`config.mk`:
```
export PLATFORM = sky130hd
export DESIGN_NAME = dotted_decimal_to_bytes
export DESIGN_NICKNAME = d
export VERILOG_FILES = /design/src/rtl/ddb_pkg.sv /design/src/rtl/ddb_cfg.sv /design/src/rtl/ddb_parse.sv /design/src/rtl/ddb_out.sv /design/src/rtl/dotted_decimal_to_bytes.sv
export SDC_FILE = /design/constraint.sdc
export NUM_CORES = 1
export LEC_CHECK = 0
export BUFFER_PORTS_ARGS = -buffer_cell sky130_fd_sc_hd__buf_2
export CORE_MARGIN = 2
export CORE_UTILIZATION = 30
export CTS_CLUSTER_SIZE = 20
export DETAILED_ROUTE_END_ITERATION = 12
export PLACE_DENSITY = 0.51
export SYNTH_ARGS = -nofsm -noshare
export SYNTH_HDL_FRONTEND = slang
export SYNTH_HIERARCHICAL = 1
export SYNTH_SLANG_ARGS = --single-unit
```
`constraint.sdc`:
```
create_clock -name aclk -period 13.3 [get_ports aclk]
set_input_delay 2.66 -clock aclk [delete_from_list [all_inputs] [get_ports aclk]]
set_output_delay 2.66 -clock aclk [all_outputs]
set_load 0.02 [all_outputs]
```
`src/rtl/ddb_pkg.sv`:
```
// Types and constants shared by the dotted-decimal to bytes converter.
// No dependencies.
package ddb_pkg;

    localparam int CHAR_W  = 8;
    localparam int SEP_W   = 9;
    localparam int IDX_W   = 7;
    localparam int CFG_A_W = 3;

    localparam logic [1:0] FMT_ANY   = 2'd0;
    localparam logic [1:0] FMT_DOT   = 2'd1;
    localparam logic [1:0] FMT_SLASH = 2'd2;

    localparam logic [SEP_W-1:0]  SEP_NONE     = 9'h1FF;
    localparam logic [CHAR_W-1:0] DOT_RST      = 8'd46;
    localparam logic [CHAR_W-1:0] SLASH_RST    = 8'd47;
    localparam logic [CHAR_W-1:0] ZERO_RST     = 8'd48;
    localparam logic [CHAR_W-1:0] NINE_RST     = 8'd57;
    localparam logic [11:0]       BYTE_LIMIT   = 12'd256;

    typedef enum logic [CFG_A_W-1:0] {
        CFG_FIELD_SEP  = 3'd0,
        CFG_RECORD_SEP = 3'd1,
        CFG_DOT_CHAR   = 3'd2,
        CFG_SLASH_CHAR = 3'd3,
        CFG_DIGIT_ZERO = 3'd4,
        CFG_DIGIT_NINE = 3'd5
    } cfg_idx_t;

    typedef struct packed {
        logic [SEP_W-1:0]  field_sep;
        logic [SEP_W-1:0]  record_sep;
        logic [CHAR_W-1:0] dot_char;
        logic [CHAR_W-1:0] slash_char;
        logic [CHAR_W-1:0] digit_zero;
        logic [CHAR_W-1:0] digit_nine;
    } ddb_cfg_t;

    typedef struct packed {
        logic              byte_valid;
        logic [CHAR_W-1:0] byte_value;
        logic [IDX_W-1:0]  byte_index;
        logic              done_res;
        logic              error;
        logic [IDX_W-1:0]  part_count;
        logic              format;
    } ddb_res_t;

endpackage

```
`src/rtl/ddb_cfg.sv`:
```
// Configuration register file for the converter.
// Depends on ddb_pkg.
module ddb_cfg
    import ddb_pkg::*;
(
    input  logic                     aclk,
    input  logic                     aresetn,
    input  logic                     cfg_wr_en,
    input  logic [CFG_A_W-1:0]       cfg_addr,
    input  logic [SEP_W-1:0]         cfg_wdata,
    output ddb_cfg_t                 cfg
);

    ddb_cfg_t cfg_reg;

    always_ff @(posedge aclk) begin
        if (!aresetn) begin
            cfg_reg.field_sep  <= SEP_NONE;
            cfg_reg.record_sep <= SEP_NONE;
            cfg_reg.dot_char   <= DOT_RST;
            cfg_reg.slash_char <= SLASH_RST;
            cfg_reg.digit_zero <= ZERO_RST;
            cfg_reg.digit_nine <= NINE_RST;
        end else if (cfg_wr_en) begin
            case (cfg_idx_t'(cfg_addr))
                CFG_FIELD_SEP:  cfg_reg.field_sep  <= cfg_wdata;
                CFG_RECORD_SEP: cfg_reg.record_sep <= cfg_wdata;
                CFG_DOT_CHAR:   cfg_reg.dot_char   <= cfg_wdata[CHAR_W-1:0];
                CFG_SLASH_CHAR: cfg_reg.slash_char <= cfg_wdata[CHAR_W-1:0];
                CFG_DIGIT_ZERO: cfg_reg.digit_zero <= cfg_wdata[CHAR_W-1:0];
                CFG_DIGIT_NINE: cfg_reg.digit_nine <= cfg_wdata[CHAR_W-1:0];
                default: ;
            endcase
        end
    end

    assign cfg = cfg_reg;

endmodule

```
`src/rtl/ddb_parse.sv`:
```
// Per-character parse state and result logic.
// Depends on ddb_pkg.
module ddb_parse
    import ddb_pkg::*;
#(
    parameter int MAX_PARTS = 127
) (
    input  logic              aclk,
    input  logic              aresetn,
    input  logic              in_en,
    input  logic [CHAR_W-1:0] ch,
    input  logic              start_req,
    input  logic              end_is_record,
    input  logic [1:0]        required_format,
    input  ddb_cfg_t          cfg,
    output ddb_res_t          res
);

    localparam logic [IDX_W:0] MAX_P = (IDX_W+1)'(MAX_PARTS);

    logic              busy_reg, busy_next;
    logic [CHAR_W-1:0] accum_reg, accum_next;
    logic              has_digit_reg, has_digit_next;
    logic [IDX_W-1:0]  part_index_reg, part_index_next;
    logic              slash_seen_reg, slash_seen_next;
    logic              want_rec_reg, want_rec_next;
    logic [1:0]        want_fmt_reg, want_fmt_next;

    logic        f_match, r_match, need_match, fmt_bad, is_dot, is_slash;
    logic [11:0] sum;
    logic [IDX_W:0] idx_inc;

    assign f_match  = !cfg.field_sep[SEP_W-1] && (cfg.field_sep[CHAR_W-1:0] == ch);
    assign r_match  = !cfg.record_sep[SEP_W-1] && (cfg.record_sep[CHAR_W-1:0] == ch);
    assign is_dot   = (ch == cfg.dot_char);
    assign is_slash = (ch == cfg.slash_char);

    always_comb begin
        busy_next       = busy_reg;
        accum_next      = accum_reg;
        has_digit_next  = has_digit_reg;
        part_index_next = part_index_reg;
        slash_seen_next = slash_seen_reg;
        want_rec_next   = want_rec_reg;
        want_fmt_next   = want_fmt_reg;
        if (start_req) begin
            busy_next       = 1'b1;
            accum_next      = '0;
            has_digit_next  = 1'b0;
            part_index_next = '0;
            slash_seen_next = 1'b0;
            want_rec_next   = end_is_record;
            want_fmt_next   = required_format;
        end

        need_match = want_rec_next ? r_match : f_match;
        fmt_bad    = (want_fmt_next == FMT_DOT && slash_seen_next)
                  || (want_fmt_next == FMT_SLASH && !slash_seen_next);
        idx_inc    = {1'b0, part_index_next} + (IDX_W+1)'(1);
        // accum * 10 + digit
        sum        = {1'b0, accum_next, 3'b000} + {3'b000, accum_next, 1'b0}
                   + {4'b0000, ch - cfg.digit_zero};

        res = '0;
        if (busy_next) begin
            if (f_match || r_match) begin
                if (!has_digit_next || !need_match || fmt_bad) begin
                    res.error = 1'b1;
                end else begin
                    busy_next      = 1'b0;
                    res.byte_valid = 1'b1;
                    res.byte_value = accum_next;
                    res.byte_index = part_index_next;
                    res.done_res   = 1'b1;
                    res.part_count = idx_inc[IDX_W-1:0];
                    res.format     = slash_seen_next;
                end
            end else if (is_dot || is_slash) begin
                if (!has_digit_next || slash_seen_next || idx_inc >= MAX_P) begin
                    res.error = 1'b1;
                end else begin
                    res.byte_valid  = 1'b1;
                    res.byte_value  = accum_next;
                    res.byte_index  = part_index_next;
                    slash_seen_next = is_slash;
                    part_index_next = idx_inc[IDX_W-1:0];
                    accum_next      = '0;
                    has_digit_next  = 1'b0;
                end
            end else if (ch < cfg.digit_zero || ch > cfg.digit_nine) begin
                res.error = 1'b1;
            end else if (has_digit_next && accum_next == '0) begin
                res.error = 1'b1;      // leading zero
            end else if (sum >= BYTE_LIMIT) begin
                res.error = 1'b1;
            end else begin
                accum_next     = sum[CHAR_W-1:0];
                has_digit_next = 1'b1;
            end
            if (res.error) begin
                busy_next = 1'b0;
            end
        end
    end

    always_ff @(posedge aclk) begin
        if (!aresetn) begin
            busy_reg       <= 1'b0;
            accum_reg      <= '0;
            has_digit_reg  <= 1'b0;
            part_index_reg <= '0;
            slash_seen_reg <= 1'b0;
            want_rec_reg   <= 1'b0;
            want_fmt_reg   <= FMT_ANY;
        end else if (in_en) begin
            busy_reg       <= busy_next;
            accum_reg      <= accum_next;
            has_digit_reg  <= has_digit_next;
            part_index_reg <= part_index_next;
            slash_seen_reg <= slash_seen_next;
            want_rec_reg   <= want_rec_next;
            want_fmt_reg   <= want_fmt_next;
        end
    end

endmodule

```
`src/rtl/ddb_out.sv`:
```
// Result register with a one-entry skid stage.
// Depends on ddb_pkg.
module ddb_out
    import ddb_pkg::*;
(
    input  logic     aclk,
    input  logic     aresetn,
    input  logic     in_en,
    input  ddb_res_t in_res,
    output logic     in_ready,
    output logic     out_valid,
    input  logic     out_ready,
    output ddb_res_t out_res
);

    ddb_res_t out_reg, skid_reg;
    logic     out_valid_reg, skid_valid_reg;

    assign in_ready  = !skid_valid_reg;
    assign out_valid = out_valid_reg;
    assign out_res   = out_reg;

    always_ff @(posedge aclk) begin
        if (!aresetn) begin
            out_valid_reg  <= 1'b0;
            skid_valid_reg <= 1'b0;
        end else if (out_valid_reg && !out_ready) begin
            if (in_en) begin
                skid_valid_reg <= 1'b1;
            end
        end else if (skid_valid_reg) begin
            out_valid_reg  <= 1'b1;
            skid_valid_reg <= 1'b0;
        end else begin
            out_valid_reg  <= in_en;
        end
    end

    always_ff @(posedge aclk) begin
        if (out_valid_reg && !out_ready) begin
            if (in_en) begin
                skid_reg <= in_res;
            end
        end else if (skid_valid_reg) begin
            out_reg <= skid_reg;
        end else if (in_en) begin
            out_reg <= in_res;
        end
    end

endmodule

```
`src/rtl/dotted_decimal_to_bytes.sv`:
```
// Dotted-decimal to bytes converter, top level.
// Depends on ddb_pkg, ddb_cfg, ddb_parse and ddb_out.
//
// Takes one character per request (n.n.n or n.n/n, parts 0..255, no leading
// zeros) and returns exactly one result per request: a byte as each dot or
// slash arrives, byte plus done with part count and format on the required
// separator, an error for any malformed value, or an all-zero result when
// nothing is emitted. One request is taken every cycle while s_tready is
// high, and its result is registered for the m_ side. The parse state
// (accumulator, part index, slash flag) updates once per accepted character.
// A skid entry lets one more request in while a result waits. Configuration
// must be written only while the block is idle; the block does not enforce it.
module dotted_decimal_to_bytes
    import ddb_pkg::*;
#(
    parameter int MAX_PARTS = 127
) (
    input  logic               aclk,
    input  logic               aresetn,
    input  logic               cfg_wr_en,
    input  logic [CFG_A_W-1:0] cfg_addr,
    input  logic [SEP_W-1:0]   cfg_wdata,
    input  logic               s_tvalid,
    output logic               s_tready,
    input  logic [7:0]         s_tdata,   // ch[7:0]
    input  logic [3:0]         s_tuser,   // start_req, end_is_record, required_format[1:0]
    output logic               m_tvalid,
    input  logic               m_tready,
    output logic [23:0]        m_tdata,   // byte_value, byte_index, part_count, format, pad
    output logic [2:0]         m_tuser    // byte_valid, done_res, error
);

    ddb_cfg_t cfg;
    ddb_res_t res, out_res;
    logic     accept;

    assign accept = s_tvalid && s_tready;

    ddb_cfg u_cfg (
        .aclk      (aclk),
        .aresetn   (aresetn),
        .cfg_wr_en (cfg_wr_en),
        .cfg_addr  (cfg_addr),
        .cfg_wdata (cfg_wdata),
        .cfg       (cfg)
    );

    ddb_parse #(
        .MAX_PARTS (MAX_PARTS)
    ) u_parse (
        .aclk            (aclk),
        .aresetn         (aresetn),
        .in_en           (accept),
        .ch              (s_tdata),
        .start_req       (s_tuser[0]),
        .end_is_record   (s_tuser[1]),
        .required_format (s_tuser[3:2]),
        .cfg             (cfg),
        .res             (res)
    );

    ddb_out u_out (
        .aclk      (aclk),
        .aresetn   (aresetn),
        .in_en     (accept),
        .in_res    (res),
        .in_ready  (s_tready),
        .out_valid (m_tvalid),
        .out_ready (m_tready),
        .out_res   (out_res)
    );

    assign m_tdata = {1'b0, out_res.format, out_res.part_count,
                      out_res.byte_index, out_res.byte_value};
    assign m_tuser = {out_res.error, out_res.done_res, out_res.byte_valid};

    // error result carries nothing else
    a_err_clean: assert property (@(posedge aclk) disable iff (!aresetn)
        m_tvalid && m_tuser[2] |-> m_tdata == '0 && m_tuser[1:0] == 2'b00)
        else $error("error result with payload");

    // done always carries the last byte and a matching count
    a_done_byte: assert property (@(posedge aclk) disable iff (!aresetn)
        m_tvalid && m_tuser[1] |->
            m_tuser[0] && m_tdata[21:15] == m_tdata[14:8] + 7'd1)
        else $error("done without consistent last byte");

    // skid entry only fills behind a held result
    a_skid_held: assert property (@(posedge aclk) disable iff (!aresetn)
        !s_tready |-> m_tvalid)
        else $error("input stalled with empty output");

    // a stalled result with a fresh request fills the skid entry
    a_skid_fill: assert property (@(posedge aclk) disable iff (!aresetn)
        m_tvalid && !m_tready && s_tvalid && s_tready |=> !s_tready)
        else $error("skid entry not filled");

endmodule

```
==> results.md <==
- Largest net degree at the start of global routing: 57
- Area overhead of the layout relative to synthesis: 17.31%
- Setup Skew: 12.43 ps
- Routed len/inst: 15.59 um
- CTS tree: built
- Fin. max-slew vios: 0
- Pwr Density: 125.0 nW/um^2
- P_int: 0.0007879 W
- Metal3 WL: 635 um
- WHS Path Cells: 2
- Routed Antenna Nets: 0
- Status: finished, final reports clean
- WL met2: 7.639 mm
- Worst path required time: 13470 ps
- DIE HEIGHT: 158.0 um
- Post-synth EDFFs: 52
- Hold WC Path Type: flop to flop
- Rows: 56
- Clock sink total: 125
- Starting Density: 30.39%
- Post-synth net total: 765
- Worst R2R Start: u_cfg/cfg[9]$_SDFFE_PN0P_
- Synth warnings: 6
- Critical Path Source Type: input port
- RSZ-0062 raised after global routing: false
- Post-synth ARST share: 0%
- Crit-path leading delay family: adder cells
- CP Max Fanout: 18
- Setup crit end kind: flop
- Fmax: 140.8 MHz
- Final worst-path cycle share: 53.39%
- Cells after synthesis: 698
- Slowest cell on crit path: nor4_4
- Die area: 24960 sq um
- R2R depth: 19
- Residual DRC: 0
- Share of cells above drive strength 1: 18.25%
- Hold Vio Cnt, Final: 0
- DPL Wire Length: 12.00 mm
- Sequential area share after synthesis: 42.50%
- Maximum clock insertion buffer count: 2
- Slowest stage delay, CP: 800 ps
- Switching power: 0.0002549 W
- Reg2Reg Setup Slack: 8260 ps
- Max Used Layer: met4
- Number of synthesized register bits: 125
- Final nets: 811
- Initial DRT Pass Iterations: 4
- IO Count: 58
- Post-Layout Inst Area: 8344 sq um
- Netlist cell types: 68
- Number of global-route vias before repair: 5010
- Cts hold-fix bufs: 0
- Number of CTS-inserted buffers: 17
- H-Tree Level Count: 4
- Initial antenna violation count: 0
- RePlAce Congestion: 0.7856
- Total negative slack: 0 ps
- Rel. slew slack: 34.68%
- Metal-1 WL: 8.267 mm
- Total of max-cap violations: 0
- Core region area: 23400 sq um
- Detail-routed via count per cell: 4.710
- Maximum vdd ir drop: 77.75 uV
- Flop pwr share: 39.8%
- Worst Tran Pin Value: 965.9 ps
- Postcts setup bufs: 0
- Synth Flop Type: dfxtp_1
- Post-place instance area: 7687 sq um
- WS Path Type: input port to flop
- Synth top area cells: edfxtp_1 (22%), dfxtp_1 (21%), mux2i_1 (7.3%)
- Util after Layout: 35.66%
- Mean Syn Cell Area: 10.19 sq um
- Die width: 158.0 um
- Antenna Cells: 0
- Switch share: 24.44%
- Post-CTS sizing: 0
- Crit path DAT: 7270 ps
- Worst skew pair latency: 420 ps
- Global route total overflow: 0
- Wirelength, routed: 16.75 mm
- Final Critical Period: 7101 ps
- Combinational fraction of design power: 10.0%
- First-pass GRT wire length: 26.79 mm
- Setup WS post-layout: 6199 ps
- Min-delay src: u_cfg/cfg[2]$_SDFFE_PN0P_
- Clk pwr share: 50.1%
- Crit-path cells: buf_2 > inv_1 > ha_1 > fa_1 > nor2b_1 > o31a_1 > nor2_1 > nor2b_1 > nor2_1 > xnor2_1 > fa_1 > ha_1 > o21a_1 > o31a_1 > a21oi_1 > a211o_1 > nor4_4 > a22oi_1 > o21a_1 > mux2_2
- Hold endpoint: u_cfg/cfg[2]$_SDFFE_PN0P_
- Synth area leader: edfxtp_1
- Leak: 3.340 nW
- Clock transition at the registers of the reported paths: 60 ps
- Top cell type's share of synthesized area: 21.95%
- Synthesized cell area: 7113 sq um
- PortBufs: 56
- Root Driver: clkbuf_16
- Buf+Inv Stages, Crit Path: 2
- Worst flop-to-flop path endpoint: u_out/out_res[8]$_DFFE_PP_
- Final setup fails: 0
- Total GRT Usage: 13.88%
- Starting DRT DRC Count: 266
- Dpl ws: 5772 ps
- Via count: 5063
- Max reg flops: 50
layout make-up:
class	instances	area [sq um]
multi-input combinational	494	3767
fill	2447	15060
clock inverter	14	231.5
clock buffer	17	425.4
sequential	125	3023
timing repair buffer	64	340.3
tap	319	399.1
inverter	42	157.7
worst min-delay path, stage by stage (launching register included):
cell and delay, ps:
dfxtp_1 310, nand2_1 50, mux2i_1 60
routing by layer:
layer	global-route usage (%)	vias to the layer above
met1	18.47	2391
met4	4.462	0
met5	0	-
met3	3.093	16
met2	22.38	111
li1	-	2545
cell usage after synthesis, types with 3 or more instances:
cell / count
clkbuf_1: 23
and2_1: 3
o31a_1: 3
nor2_1: 38
edfxtp_1: 52
dfxtp_1: 73
nor2b_1: 64
xnor2_1: 37
nand4_1: 15
a21oi_1: 18
fa_1: 7
mux2_4: 8
a31oi_1: 11
nor4bb_1: 3
nand4b_1: 4
nor3_1: 7
nand2b_1: 15
ha_1: 31
buf_6: 3
a21boi_0: 7
a21o_1: 12
mux2_2: 18
o21a_1: 5
nand3_1: 10
xor2_1: 6
mux2i_1: 52
o21ai_0: 28
inv_1: 41
nand2_1: 44
buf_2: 9
a211oi_1: 3
placed cells by master, fill, tap and decap left out, types with 10 or more instances in the layout:
cell	instances
mux2i_1	52
a21o_1	12
nand4_1	15
clkbuf_16	17
mux2_2	18
edfxtp_1	52
ha_1	31
nand2b_1	15
dfxtp_1	73
nand3_1	10
a21oi_1	18
a31oi_1	11
xnor2_1	37
nor2b_1	64
buf_2	56
nand2_1	44
inv_1	41
nor2_1	37
o21ai_0	28
logic make-up after synthesis:
logic type,count (synthesis),share of synthesized area [%]
AOI/OAI and AO/OA,109,10.11
muxes,78,11.86
and+or+nand+nor,225,18.01
DFF,125,42.50
adders and majority gates,38,7.423
xor gates and xnor gates,43,5.295
buffers and inverters,79,4.749
other,1,0.05272
per-stage QoR:
stage	total power [W]	hold slack, ps	cells
6_report	0.001043	461.9	1075
5_1_grt	0.001082	484.4	1075
4_1_cts	0.001054	463.4	1075
3_5_place_dp	0.0005285	454.0	1044
3_3_place_gp	0.0005284	446.8	1044
2_1_floorplan	0.0004978	434.7	698
power groups by stage:
stage	Sequential (W)	Combinational, W	Clock (W)
3_3_place_gp	0.000423	0.000105	0
4_1_cts	0.000415	0.000105	0.000533
2_1_floorplan	0.000430	0.0000676	0
3_5_place_dp	0.000424	0.000105	0
6_report	0.000415	0.000105	0.000523
5_1_grt	0.000417	0.000116	0.000549
worst max-delay path by stage:
stage,start,to,slack (ps),cells after the start
final,s_tdata[0],u_out/out_res[8]$_DFFE_PP_,6200,20
after global routing,s_tdata[0],u_out/out_res[8]$_DFFE_PP_,5760,20
after CTS,s_tdata[0],u_out/out_res[8]$_DFFE_PP_,6220,20
after detailed placement,s_tdata[0],u_out/out_res[8]$_DFFE_PP_,5770,20
after global placement,s_tdata[0],u_out/out_res[8]$_DFFE_PP_,5830,20
after floorplan,s_tdata[0],u_out/out_res[8]$_DFFE_PP_,6470,20
Note: power is estimated with default switching activity, not from simulation.
